$ cat config.mk
export PLATFORM = sky130hd
export DESIGN_NAME = bitmap_block_allocator_top
export DESIGN_NICKNAME = d
export VERILOG_FILES = /design/src/rtl/bba_pkg.sv /design/src/rtl/bba_datapath.sv /design/src/rtl/bba_ctrl.sv /design/src/rtl/bitmap_block_allocator_top.sv
export VERILOG_INCLUDE_DIRS = /design/src /design/src/rtl
export SDC_FILE = /design/constraint.sdc
export NUM_CORES = 2
export LEC_CHECK = 0
export ABC_AREA = 1
export BUFFER_PORTS_ARGS = -buffer_cell sky130_fd_sc_hd__buf_2
export CAP_MARGIN = 20
export CELL_PAD_IN_SITES_DETAIL_PLACEMENT = 1
export CELL_PAD_IN_SITES_GLOBAL_PLACEMENT = 1
export CORE_ASPECT_RATIO = 1.75
export CORE_MARGIN = 2
export CORE_UTILIZATION = 40
export CTS_CLUSTER_DIAMETER = 100
export DETAILED_ROUTE_END_ITERATION = 6
export PLACE_DENSITY_LB_ADDON = 0.1
export RECOVER_POWER = 100
export SYNTH_ARGS = -nofsm -noshare
export SYNTH_HDL_FRONTEND = slang
export SYNTH_SLANG_ARGS = --single-unit
$ cat constraint.sdc
create_clock -name i_clk -period 8.2 [get_ports i_clk]
set_clock_uncertainty 0.05 [all_clocks]
set_input_delay 0 -clock i_clk [delete_from_list [all_inputs] [get_ports i_clk]]
set_output_delay 0 -clock i_clk [all_outputs]
set_load 0.01 [all_outputs]
$ cat src/rtl/assert_macros.svh
// Assertion macros shared by the bitmap allocator modules.
// Needs a clock named i_clk and an active-low reset named i_rst_n in scope.
`ifndef ASSERT_MACROS_SVH
`define ASSERT_MACROS_SVH

// The property must hold at every clock edge outside reset.
`define BBA_ASSERT(label, prop, msg) \
    label: assert property (@(posedge i_clk) disable iff (!i_rst_n) (prop)) else $error(msg);

// The condition must never be true outside reset.
`define BBA_NEVER(label, cond, msg) \
    `BBA_ASSERT(label, !(cond), msg)

`endif

$ cat src/rtl/bba_pkg.sv
// Package for the bitmap block allocator: field types, operation codes,
// controller/datapath command and status structs and the bit search helper.
package bba_pkg;

    // Field widths and limits.
    localparam int BITMAP_BYTES_DEF = 128;
    localparam int BYTE_W           = 8;
    localparam int BLOCK_W          = 10;
    localparam int MODE_W           = 2;
    localparam int MAX_BLOCKS       = 1 << BLOCK_W;

    typedef logic [BLOCK_W-1:0] t_block;
    typedef logic [MODE_W-1:0]  t_mode;
    typedef logic [BYTE_W-1:0]  t_byte;

    // Operation codes carried on the mode field.
    localparam t_mode MODE_FIND = 2'd0;
    localparam t_mode MODE_SET  = 2'd1;
    localparam t_mode MODE_CLR  = 2'd2;

    // How the pending result is updated.
    typedef logic [1:0] t_res_sel;
    localparam t_res_sel RES_ECHO_OK = 2'd0;
    localparam t_res_sel RES_HIT     = 2'd1;
    localparam t_res_sel RES_MISS    = 2'd2;

    // Commands from the controller to the datapath.
    typedef struct packed {
        logic     load;
        logic     rd_item;
        logic     rd_scan;
        logic     wr_item;
        logic     set_res;
        t_res_sel res_sel;
        logic     push;
    } t_cmd;

    // Status from the datapath to the controller.
    typedef struct packed {
        logic in_find;
        logic in_mark_ok;
        logic hit;
        logic scan_last;
        logic out_free;
    } t_status;

    // Position of the lowest clear bit of a byte (zero when none is clear).
    function automatic logic [2:0] lowest_zero(input t_byte b);
        logic [2:0] pos;
        pos = 3'd0;
        for (int k = BYTE_W - 1; k >= 0; k--) begin
            if (!b[k]) begin
                pos = 3'(k);
            end
        end
        return pos;
    endfunction

endpackage

$ cat src/rtl/bba_datapath.sv
// Datapath of the bitmap block allocator: bitmap memory with valid bits,
// scan counter, item and result registers. Depends on bba_pkg, assert_macros.svh.
`include "assert_macros.svh"

module bba_datapath #(
    parameter int BITMAP_BYTES = bba_pkg::BITMAP_BYTES_DEF
) (
    input  logic              i_clk,
    input  logic              i_rst_n,
    input  bba_pkg::t_mode    i_mode,
    input  bba_pkg::t_block   i_block_number,
    input  logic              i_ready,
    output logic              o_valid,
    output logic              o_found,
    output bba_pkg::t_block   o_free_block,
    input  bba_pkg::t_cmd     i_cmd,
    output bba_pkg::t_status  o_status
);

    // Only the bytes that a 10-bit block number can reach are stored.
    localparam int TOTAL_BLOCKS = BITMAP_BYTES * bba_pkg::BYTE_W;
    localparam int MEM_DEPTH    = (TOTAL_BLOCKS > bba_pkg::MAX_BLOCKS)
                                  ? bba_pkg::MAX_BLOCKS / bba_pkg::BYTE_W : BITMAP_BYTES;
    localparam int AW           = (MEM_DEPTH > 1) ? $clog2(MEM_DEPTH) : 1;
    localparam int LAST         = MEM_DEPTH - 1;

    // Bitmap storage; an entry whose valid bit is clear reads as all free.
    bba_pkg::t_byte        r_mem [MEM_DEPTH];
    logic [MEM_DEPTH-1:0]  r_valid;

    // Item and scan registers.
    bba_pkg::t_mode        r_mode;
    bba_pkg::t_block       r_blk;
    logic [AW-1:0]         r_scan_addr;

    // Registered read port.
    bba_pkg::t_byte        r_rd_byte;
    logic                  r_rd_ok;
    logic [AW-1:0]         r_rd_idx;
    logic                  r_rd_live;

    // Pending result and output word.
    logic                  r_res_found;
    bba_pkg::t_block       r_res_block;
    logic                  r_o_valid;
    logic                  r_o_found;
    bba_pkg::t_block       r_o_block;

    logic [AW-1:0]         rd_addr;
    logic [AW-1:0]         wr_idx;
    logic                  rd_en;
    bba_pkg::t_byte        rd_eff;
    bba_pkg::t_byte        bit_mask;
    bba_pkg::t_byte        wr_byte;
    bba_pkg::t_block       hit_block;
    logic                  hit;

    // Address selection and read-modify-write data.
    always_comb begin
        wr_idx    = r_blk[3 +: AW];
        rd_addr   = i_cmd.rd_item ? wr_idx : r_scan_addr;
        rd_en     = i_cmd.rd_item | i_cmd.rd_scan;
        rd_eff    = r_rd_ok ? r_rd_byte : '0;
        bit_mask  = bba_pkg::t_byte'(1) << r_blk[2:0];
        wr_byte   = (r_mode == bba_pkg::MODE_SET) ? (rd_eff | bit_mask) : (rd_eff & ~bit_mask);
        hit       = r_rd_live && (rd_eff != '1);
        hit_block = bba_pkg::t_block'({r_rd_idx, bba_pkg::lowest_zero(rd_eff)});
    end

    // Status toward the controller.
    always_comb begin
        o_status.in_find    = (i_mode == bba_pkg::MODE_FIND);
        o_status.in_mark_ok = ((i_mode == bba_pkg::MODE_SET) || (i_mode == bba_pkg::MODE_CLR))
                              && (32'(i_block_number) < TOTAL_BLOCKS);
        o_status.hit        = hit;
        o_status.scan_last  = (r_scan_addr == AW'(LAST));
        o_status.out_free   = !r_o_valid || i_ready;
    end

    // Memory array: write port and registered read port.
    always_ff @(posedge i_clk) begin
        if (i_cmd.wr_item) begin
            r_mem[wr_idx] <= wr_byte;
        end
        if (rd_en) begin
            r_rd_byte <= r_mem[rd_addr];
        end
    end

    // Valid bits and read tracking.
    always_ff @(posedge i_clk) begin
        if (!i_rst_n) begin
            r_valid   <= '0;
            r_rd_live <= 1'b0;
            r_rd_ok   <= 1'b0;
        end else begin
            if (i_cmd.wr_item) begin
                r_valid[wr_idx] <= 1'b1;
            end
            r_rd_live <= rd_en;
            if (rd_en) begin
                r_rd_ok <= r_valid[rd_addr];
            end
        end
    end

    // Read index, item capture and scan counter.
    always_ff @(posedge i_clk) begin
        if (rd_en) begin
            r_rd_idx <= rd_addr;
        end
        if (i_cmd.load) begin
            r_mode      <= i_mode;
            r_blk       <= i_block_number;
            r_scan_addr <= '0;
        end else if (i_cmd.rd_scan && (r_scan_addr != AW'(LAST))) begin
            r_scan_addr <= r_scan_addr + AW'(1);
        end
    end

    // Pending result: starts as a failed echo and is refined by the operation.
    always_ff @(posedge i_clk) begin
        if (i_cmd.load) begin
            r_res_found <= 1'b0;
            r_res_block <= i_block_number;
        end else if (i_cmd.set_res) begin
            unique case (i_cmd.res_sel)
                bba_pkg::RES_ECHO_OK: begin
                    r_res_found <= 1'b1;
                end
                bba_pkg::RES_HIT: begin
                    r_res_found <= 1'b1;
                    r_res_block <= hit_block;
                end
                bba_pkg::RES_MISS: begin
                    r_res_found <= 1'b0;
                    r_res_block <= '0;
                end
                default: begin
                    r_res_found <= r_res_found;
                end
            endcase
        end
    end

    // Output word register.
    always_ff @(posedge i_clk) begin
        if (!i_rst_n) begin
            r_o_valid <= 1'b0;
        end else if (i_cmd.push) begin
            r_o_valid <= 1'b1;
        end else if (i_ready) begin
            r_o_valid <= 1'b0;
        end
    end

    always_ff @(posedge i_clk) begin
        if (i_cmd.push) begin
            r_o_found <= r_res_found;
            r_o_block <= r_res_block;
        end
    end

    assign o_valid      = r_o_valid;
    assign o_found      = r_o_found;
    assign o_free_block = r_o_block;

    // A write leaves its entry valid, so it is never again read back as all free.
    `BBA_ASSERT(a_wr_sets_valid, i_cmd.wr_item |=> r_valid[$past(wr_idx)],
        "bitmap write did not set the entry valid")
    // A new result word never overwrites one that has not been taken.
    `BBA_ASSERT(a_push_free, i_cmd.push |-> (!r_o_valid || i_ready),
        "result pushed over a pending word")
    // A reported hit comes from a live read with a clear bit.
    `BBA_ASSERT(a_hit_live,
        (i_cmd.set_res && (i_cmd.res_sel == bba_pkg::RES_HIT)) |-> hit,
        "hit recorded without a free bit in the read byte")

endmodule

$ cat src/rtl/bba_ctrl.sv
// Controller of the bitmap block allocator: sequences accept, read-modify-write,
// scan and result delivery. Depends on bba_pkg and assert_macros.svh.
`include "assert_macros.svh"

module bba_ctrl (
    input  logic              i_clk,
    input  logic              i_rst_n,
    input  logic              i_valid,
    output logic              o_ready,
    input  bba_pkg::t_status  i_status,
    output bba_pkg::t_cmd     o_cmd
);

    localparam logic [2:0] ST_IDLE      = 3'd0;
    localparam logic [2:0] ST_RMW_RD    = 3'd1;
    localparam logic [2:0] ST_RMW_WR    = 3'd2;
    localparam logic [2:0] ST_SCAN      = 3'd3;
    localparam logic [2:0] ST_SCAN_TAIL = 3'd4;
    localparam logic [2:0] ST_RESULT    = 3'd5;

    logic [2:0] r_state;
    logic [2:0] n_state;

    // Next state and commands.
    always_comb begin
        n_state = r_state;
        o_cmd   = '0;
        o_ready = 1'b0;
        unique case (r_state)
            ST_IDLE: begin
                o_ready = 1'b1;
                if (i_valid) begin
                    o_cmd.load = 1'b1;
                    priority if (i_status.in_find) begin
                        n_state = ST_SCAN;
                    end else if (i_status.in_mark_ok) begin
                        n_state = ST_RMW_RD;
                    end else begin
                        n_state = ST_RESULT;
                    end
                end
            end
            ST_RMW_RD: begin
                o_cmd.rd_item = 1'b1;
                n_state       = ST_RMW_WR;
            end
            ST_RMW_WR: begin
                o_cmd.wr_item = 1'b1;
                o_cmd.set_res = 1'b1;
                o_cmd.res_sel = bba_pkg::RES_ECHO_OK;
                n_state       = ST_RESULT;
            end
            ST_SCAN: begin
                // One byte read per cycle; the previous byte is checked meanwhile.
                o_cmd.rd_scan = 1'b1;
                if (i_status.hit) begin
                    o_cmd.set_res = 1'b1;
                    o_cmd.res_sel = bba_pkg::RES_HIT;
                    n_state       = ST_RESULT;
                end else if (i_status.scan_last) begin
                    n_state = ST_SCAN_TAIL;
                end
            end
            ST_SCAN_TAIL: begin
                o_cmd.set_res = 1'b1;
                o_cmd.res_sel = i_status.hit ? bba_pkg::RES_HIT : bba_pkg::RES_MISS;
                n_state       = ST_RESULT;
            end
            ST_RESULT: begin
                if (i_status.out_free) begin
                    o_cmd.push = 1'b1;
                    n_state    = ST_IDLE;
                end
            end
            default: begin
                n_state = ST_IDLE;
            end
        endcase
    end

    // State register.
    always_ff @(posedge i_clk) begin
        if (!i_rst_n) begin
            r_state <= ST_IDLE;
        end else begin
            r_state <= n_state;
        end
    end

    // At most one memory access is requested in a cycle.
    `BBA_ASSERT(a_one_access, $onehot0({o_cmd.rd_item, o_cmd.rd_scan, o_cmd.wr_item}),
        "more than one memory access in a cycle")
    // The write of a mark always follows its read.
    `BBA_ASSERT(a_rmw_order, (r_state == ST_RMW_WR) |-> ($past(r_state) == ST_RMW_RD),
        "bitmap write without a preceding read")
    // Delivering a result returns the controller to idle.
    `BBA_ASSERT(a_push_idle, o_cmd.push |=> (r_state == ST_IDLE),
        "controller not idle after delivering a result")

endmodule

$ cat src/rtl/bitmap_block_allocator_top.sv
// Top level of the bitmap block allocator: joins controller and datapath.
// Depends on bba_pkg, bba_ctrl and bba_datapath.
//
// Keeps a used/free bit for each storage block (block n is bit n mod 8 of byte
// n/8) and handles one word at a time: mode 0 reports the lowest free block
// without claiming it, mode 1 marks a block used, mode 2 marks it free; mode 3
// and a mark beyond the bitmap echo the block number with found clear. A mark
// reads its byte and writes it back before the result register is loaded; a
// find scans at most min(BITMAP_BYTES, 128) bytes, reading the bitmap memory
// one byte per cycle and stopping at the first byte with a clear bit. The
// bitmap reads as all free after reset through per-byte valid bits, so no
// clearing pass is needed. A finished result waits in the output register;
// the next word is accepted once the result has moved there.
module bitmap_block_allocator_top #(
    parameter int BITMAP_BYTES = bba_pkg::BITMAP_BYTES_DEF
) (
    input  logic             i_clk,
    input  logic             i_rst_n,
    input  logic             i_valid,
    output logic             o_ready,
    input  bba_pkg::t_mode   i_mode,
    input  bba_pkg::t_block  i_block_number,
    output logic             o_valid,
    input  logic             i_ready,
    output logic             o_found,
    output bba_pkg::t_block  o_free_block
);

    bba_pkg::t_cmd    cmd;
    bba_pkg::t_status status;

    // Sequencer.
    bba_ctrl u_ctrl (
        .i_clk    (i_clk),
        .i_rst_n  (i_rst_n),
        .i_valid  (i_valid),
        .o_ready  (o_ready),
        .i_status (status),
        .o_cmd    (cmd)
    );

    // Bitmap memory and result path.
    bba_datapath #(
        .BITMAP_BYTES (BITMAP_BYTES)
    ) u_datapath (
        .i_clk          (i_clk),
        .i_rst_n        (i_rst_n),
        .i_mode         (i_mode),
        .i_block_number (i_block_number),
        .i_ready        (i_ready),
        .o_valid        (o_valid),
        .o_found        (o_found),
        .o_free_block   (o_free_block),
        .i_cmd          (cmd),
        .o_status       (status)
    );

endmodule

==> reports/qor.txt <==
Status - complete, but fails checks
Failing checks - capacitance limit, slew limit
Power Total - 17180 uW
Fin. max-slew vios - 1103
Multiplexer area fraction after synthesis - 0%
Grt ovf - 0
Comb pwr share - 26.8%
Max transition margin - -212.5%
# rows - 170
Sequential Area - 35030 um2
I/O pins - 29
Setup violators final - 0
TritonCTS clock tree - done
Commonest cells in the netlist - edfxtp_1, nor2_1, nand3_1
WHS - 0.07839 ns
Clk slew on worst S/H paths - 0.06 ns
Worst vdd ir - 253.0 uV
# resized after CTS - 0
# fillers - 12910
Layout area overhead - 11.27%
Max-cap violations - 28
CP Class - reg -> reg
Async SR Flop Fraction - 0%
Post-route setup TNS - 0 ns
Switch share - 34.41%
Antenna Violating Nets Remaining - 0
Total Wirelength - 156500 um
Seq cells post-synth - 1214
Post-synthesis instance area - 49270 um2
DP HPWL - 88850 um
Post-synthesis xor/xnor area fraction - 0%
Post-synthesis simple-gate area fraction - 13.93%
Total Nets Final - 4234
Floorplan Core Area - 122500 um2
Num CTS Buffers - 112
1st-iter DRT viols - 2429
H-tree depth - 3
Critical Path Source Type - flip-flop
Area occupied by multi-input gates - 12270 um2
Die Area - 126100 um2
First-pass GRT wire length - 231000 um
Largest family of logic cells by synthesized area - simple AND/OR/NAND/NOR gates
Fmax - 0.1618 GHz
Least-Margin Pin Slew - 4.688 ns
Worst Hold Class - in -> reg
Drt pass-1 iters - 6
Most common cell in the synthesized netlist - edfxtp_1
Clock Power Share - 31.3%
Final worst-path cycle share - 75.38%
CTS root buffer - clkbuf_16
Finished Core Util - 44.75%
Synthesized Nets - 4264
Yosys top cell area share - 65.33%
Synth Area in Adders - 0.02539%
GPL Wtd Cong - 0.7860
WP data arrival - 6.33 ns
Ys Warns - 0
Initial antenna violation count - 1
Port bufs - 28
Starting Density - 40.22%
Cell variety after synth - 32
Via count - 32910
Final setup margin - 2.018 ns
Layout cells sized above 1 - 5.284%
Leakage - 0.01828 uW
Synth Area in Compound Gates - 10.84%
Routed WL per cell - 26.31 um
Pin count of the biggest net entering global routing - 166
Top FF cell, synth - edfxtp_1
Syn Inst Count - 4247
Die Width - 269.3 um
Routed vias/inst - 5.532
DP Worst Slack - 3.542 ns
Worst endpoint required time - 8.35 ns
CTS Sinks - 1214
Nature of the critical path endpoint - flip-flop
Vias in the first global route - 34210
Worst R2R Setup Slack - 2.02 ns
Min Tclk post-route - 6.182 ns
EDFF count, synth - 1072
Top cells by area, synth - edfxtp_1, dfxtp_1, nand3_1, o21ai_0, nor2_1
P_sw - 5912 uW
Clock buffer depth - 3
# DRC - 0
Int Pwr - 11270 uW
Reg power frac - 41.9%
Sequential element share of the synthesized area - 71.10%
Die Y - 468.3 um
PD cells - 313.4 nW/um2
RSZ-0062 raised after global routing - false
Final Hold Fails - 0
CP Max Fanout - 44
GRT Total Usage - 24.66%
Syn_area_per_cell - 11.60 um2
Worst skew pair latency - 0.75 ns
Leading area contributor after synthesis - edfxtp_1
metrics by stage:
| step | std cells | area [um2] |
|---|---|---|
| 2_1_floorplan | 4247 | 49270 |
| 3_5_place_dp | 5704 | 51040 |
| 6_report | 5950 | 54820 |
| 5_1_grt | 5950 | 54820 |
| 3_3_place_gp | 5695 | 50950 |
| 4_1_cts | 5945 | 55080 |
logic make-up after synthesis:
family,Yosys count
adders and majority gates,1
buffers and inverters,494
DFF,1214
AOI/OAI and AO/OA,904
and+or+nand+nor,1634
timing repair:
action / in CTS / in global routing
endpoints found under the hold margin: 56 / 0
buffers inserted: 0 / 0
hold buffers: 29 / 0
power groups by stage:
stage / Clock (uW) / Sequential, uW / Combinational (uW)
floorplan: 0 / 7350 / 2870
global placement: 0 / 7290 / 4650
detailed placement: 0 / 7290 / 4690
CTS: 5480 / 7150 / 4720
global route: 5660 / 7200 / 5080
finish: 5380 / 7190 / 4610
final cells by class:
class | count | share of cell area [%]
repair buffers | 124 | 1.579
inverters | 226 | 1.563
clock inverters | 52 | 0.8946
multi-input cells | 2539 | 22.37
diodes | 1 | 0.004564
clock buffers | 160 | 5.954
flip-flops and latches | 1214 | 63.90
well taps | 1634 | 3.729
registers in the layout, indices dropped and copies added (netlist names), 2 cells and up:
register / cells
u_ctrl.r_state: 3
u_datapath.r_scan_addr: 7
u_datapath.o_free_block: 10
u_datapath.r_mem: 1024
u_datapath.r_rd_idx: 7
u_datapath.r_valid: 128
u_datapath.r_rd_byte: 8
u_datapath.r_mode: 2
u_datapath.r_res_block: 10
u_datapath.r_blk: 10
final timing paths:
kind | startpoint | to | depth (start not counted)
max | u_datapath.r_mode[1] | u_datapath.r_mem[41][7] | 4
min | i_block_number[5] | u_datapath.r_res_block[5] | 3
max reg2reg | u_datapath.r_mode[1] | u_datapath.r_mem[41][7] | 4
min reg2reg | u_datapath.r_res_block[3] | u_datapath.o_free_block[3] | 0
worst max-delay path, stage by stage (launching register included):
cell	delay, ns
edfxtp_1	0.38
inv_1	0.07
nand2_1	0.26
o21ai_0	3.09
clkbuf_1	1.72
routing by layer:
layer  track usage, %  up-vias  part of all wire [%]  routed length, um
met2            45.82      663                    53              82930
met1            29.45    17070                    40              62720
met4            9.251        0                   3.4               5301
li1                 -    14990                     -                  -
met5                0        -                     0                  0
met3            2.327      198                   3.6               5587
layout by cell type (no fill, tap or decap), drive strengths merged:
| cell type | count |
|---|---|
| nand2 | 517 |
| o22ai | 72 |
| o21ai | 547 |
| a21oi | 15 |
| ha | 1 |
| clkinvlp | 2 |
| nor3 | 5 |
| o211ai | 10 |
| nor4 | 1 |
| dlygate4sd3 | 29 |
| nand3b | 1 |
| inv | 227 |
| bufinv | 7 |
| a32o | 2 |
| dfxtp | 142 |
| nor2 | 565 |
| edfxtp | 1072 |
| diode | 1 |
| clkinv | 42 |
| clkbuf | 223 |
| nand4 | 12 |
| nand3 | 533 |
| o21a | 3 |
| a22o | 7 |
| o21bai | 248 |
| buf | 32 |
Power figures use the tool's default switching activity.
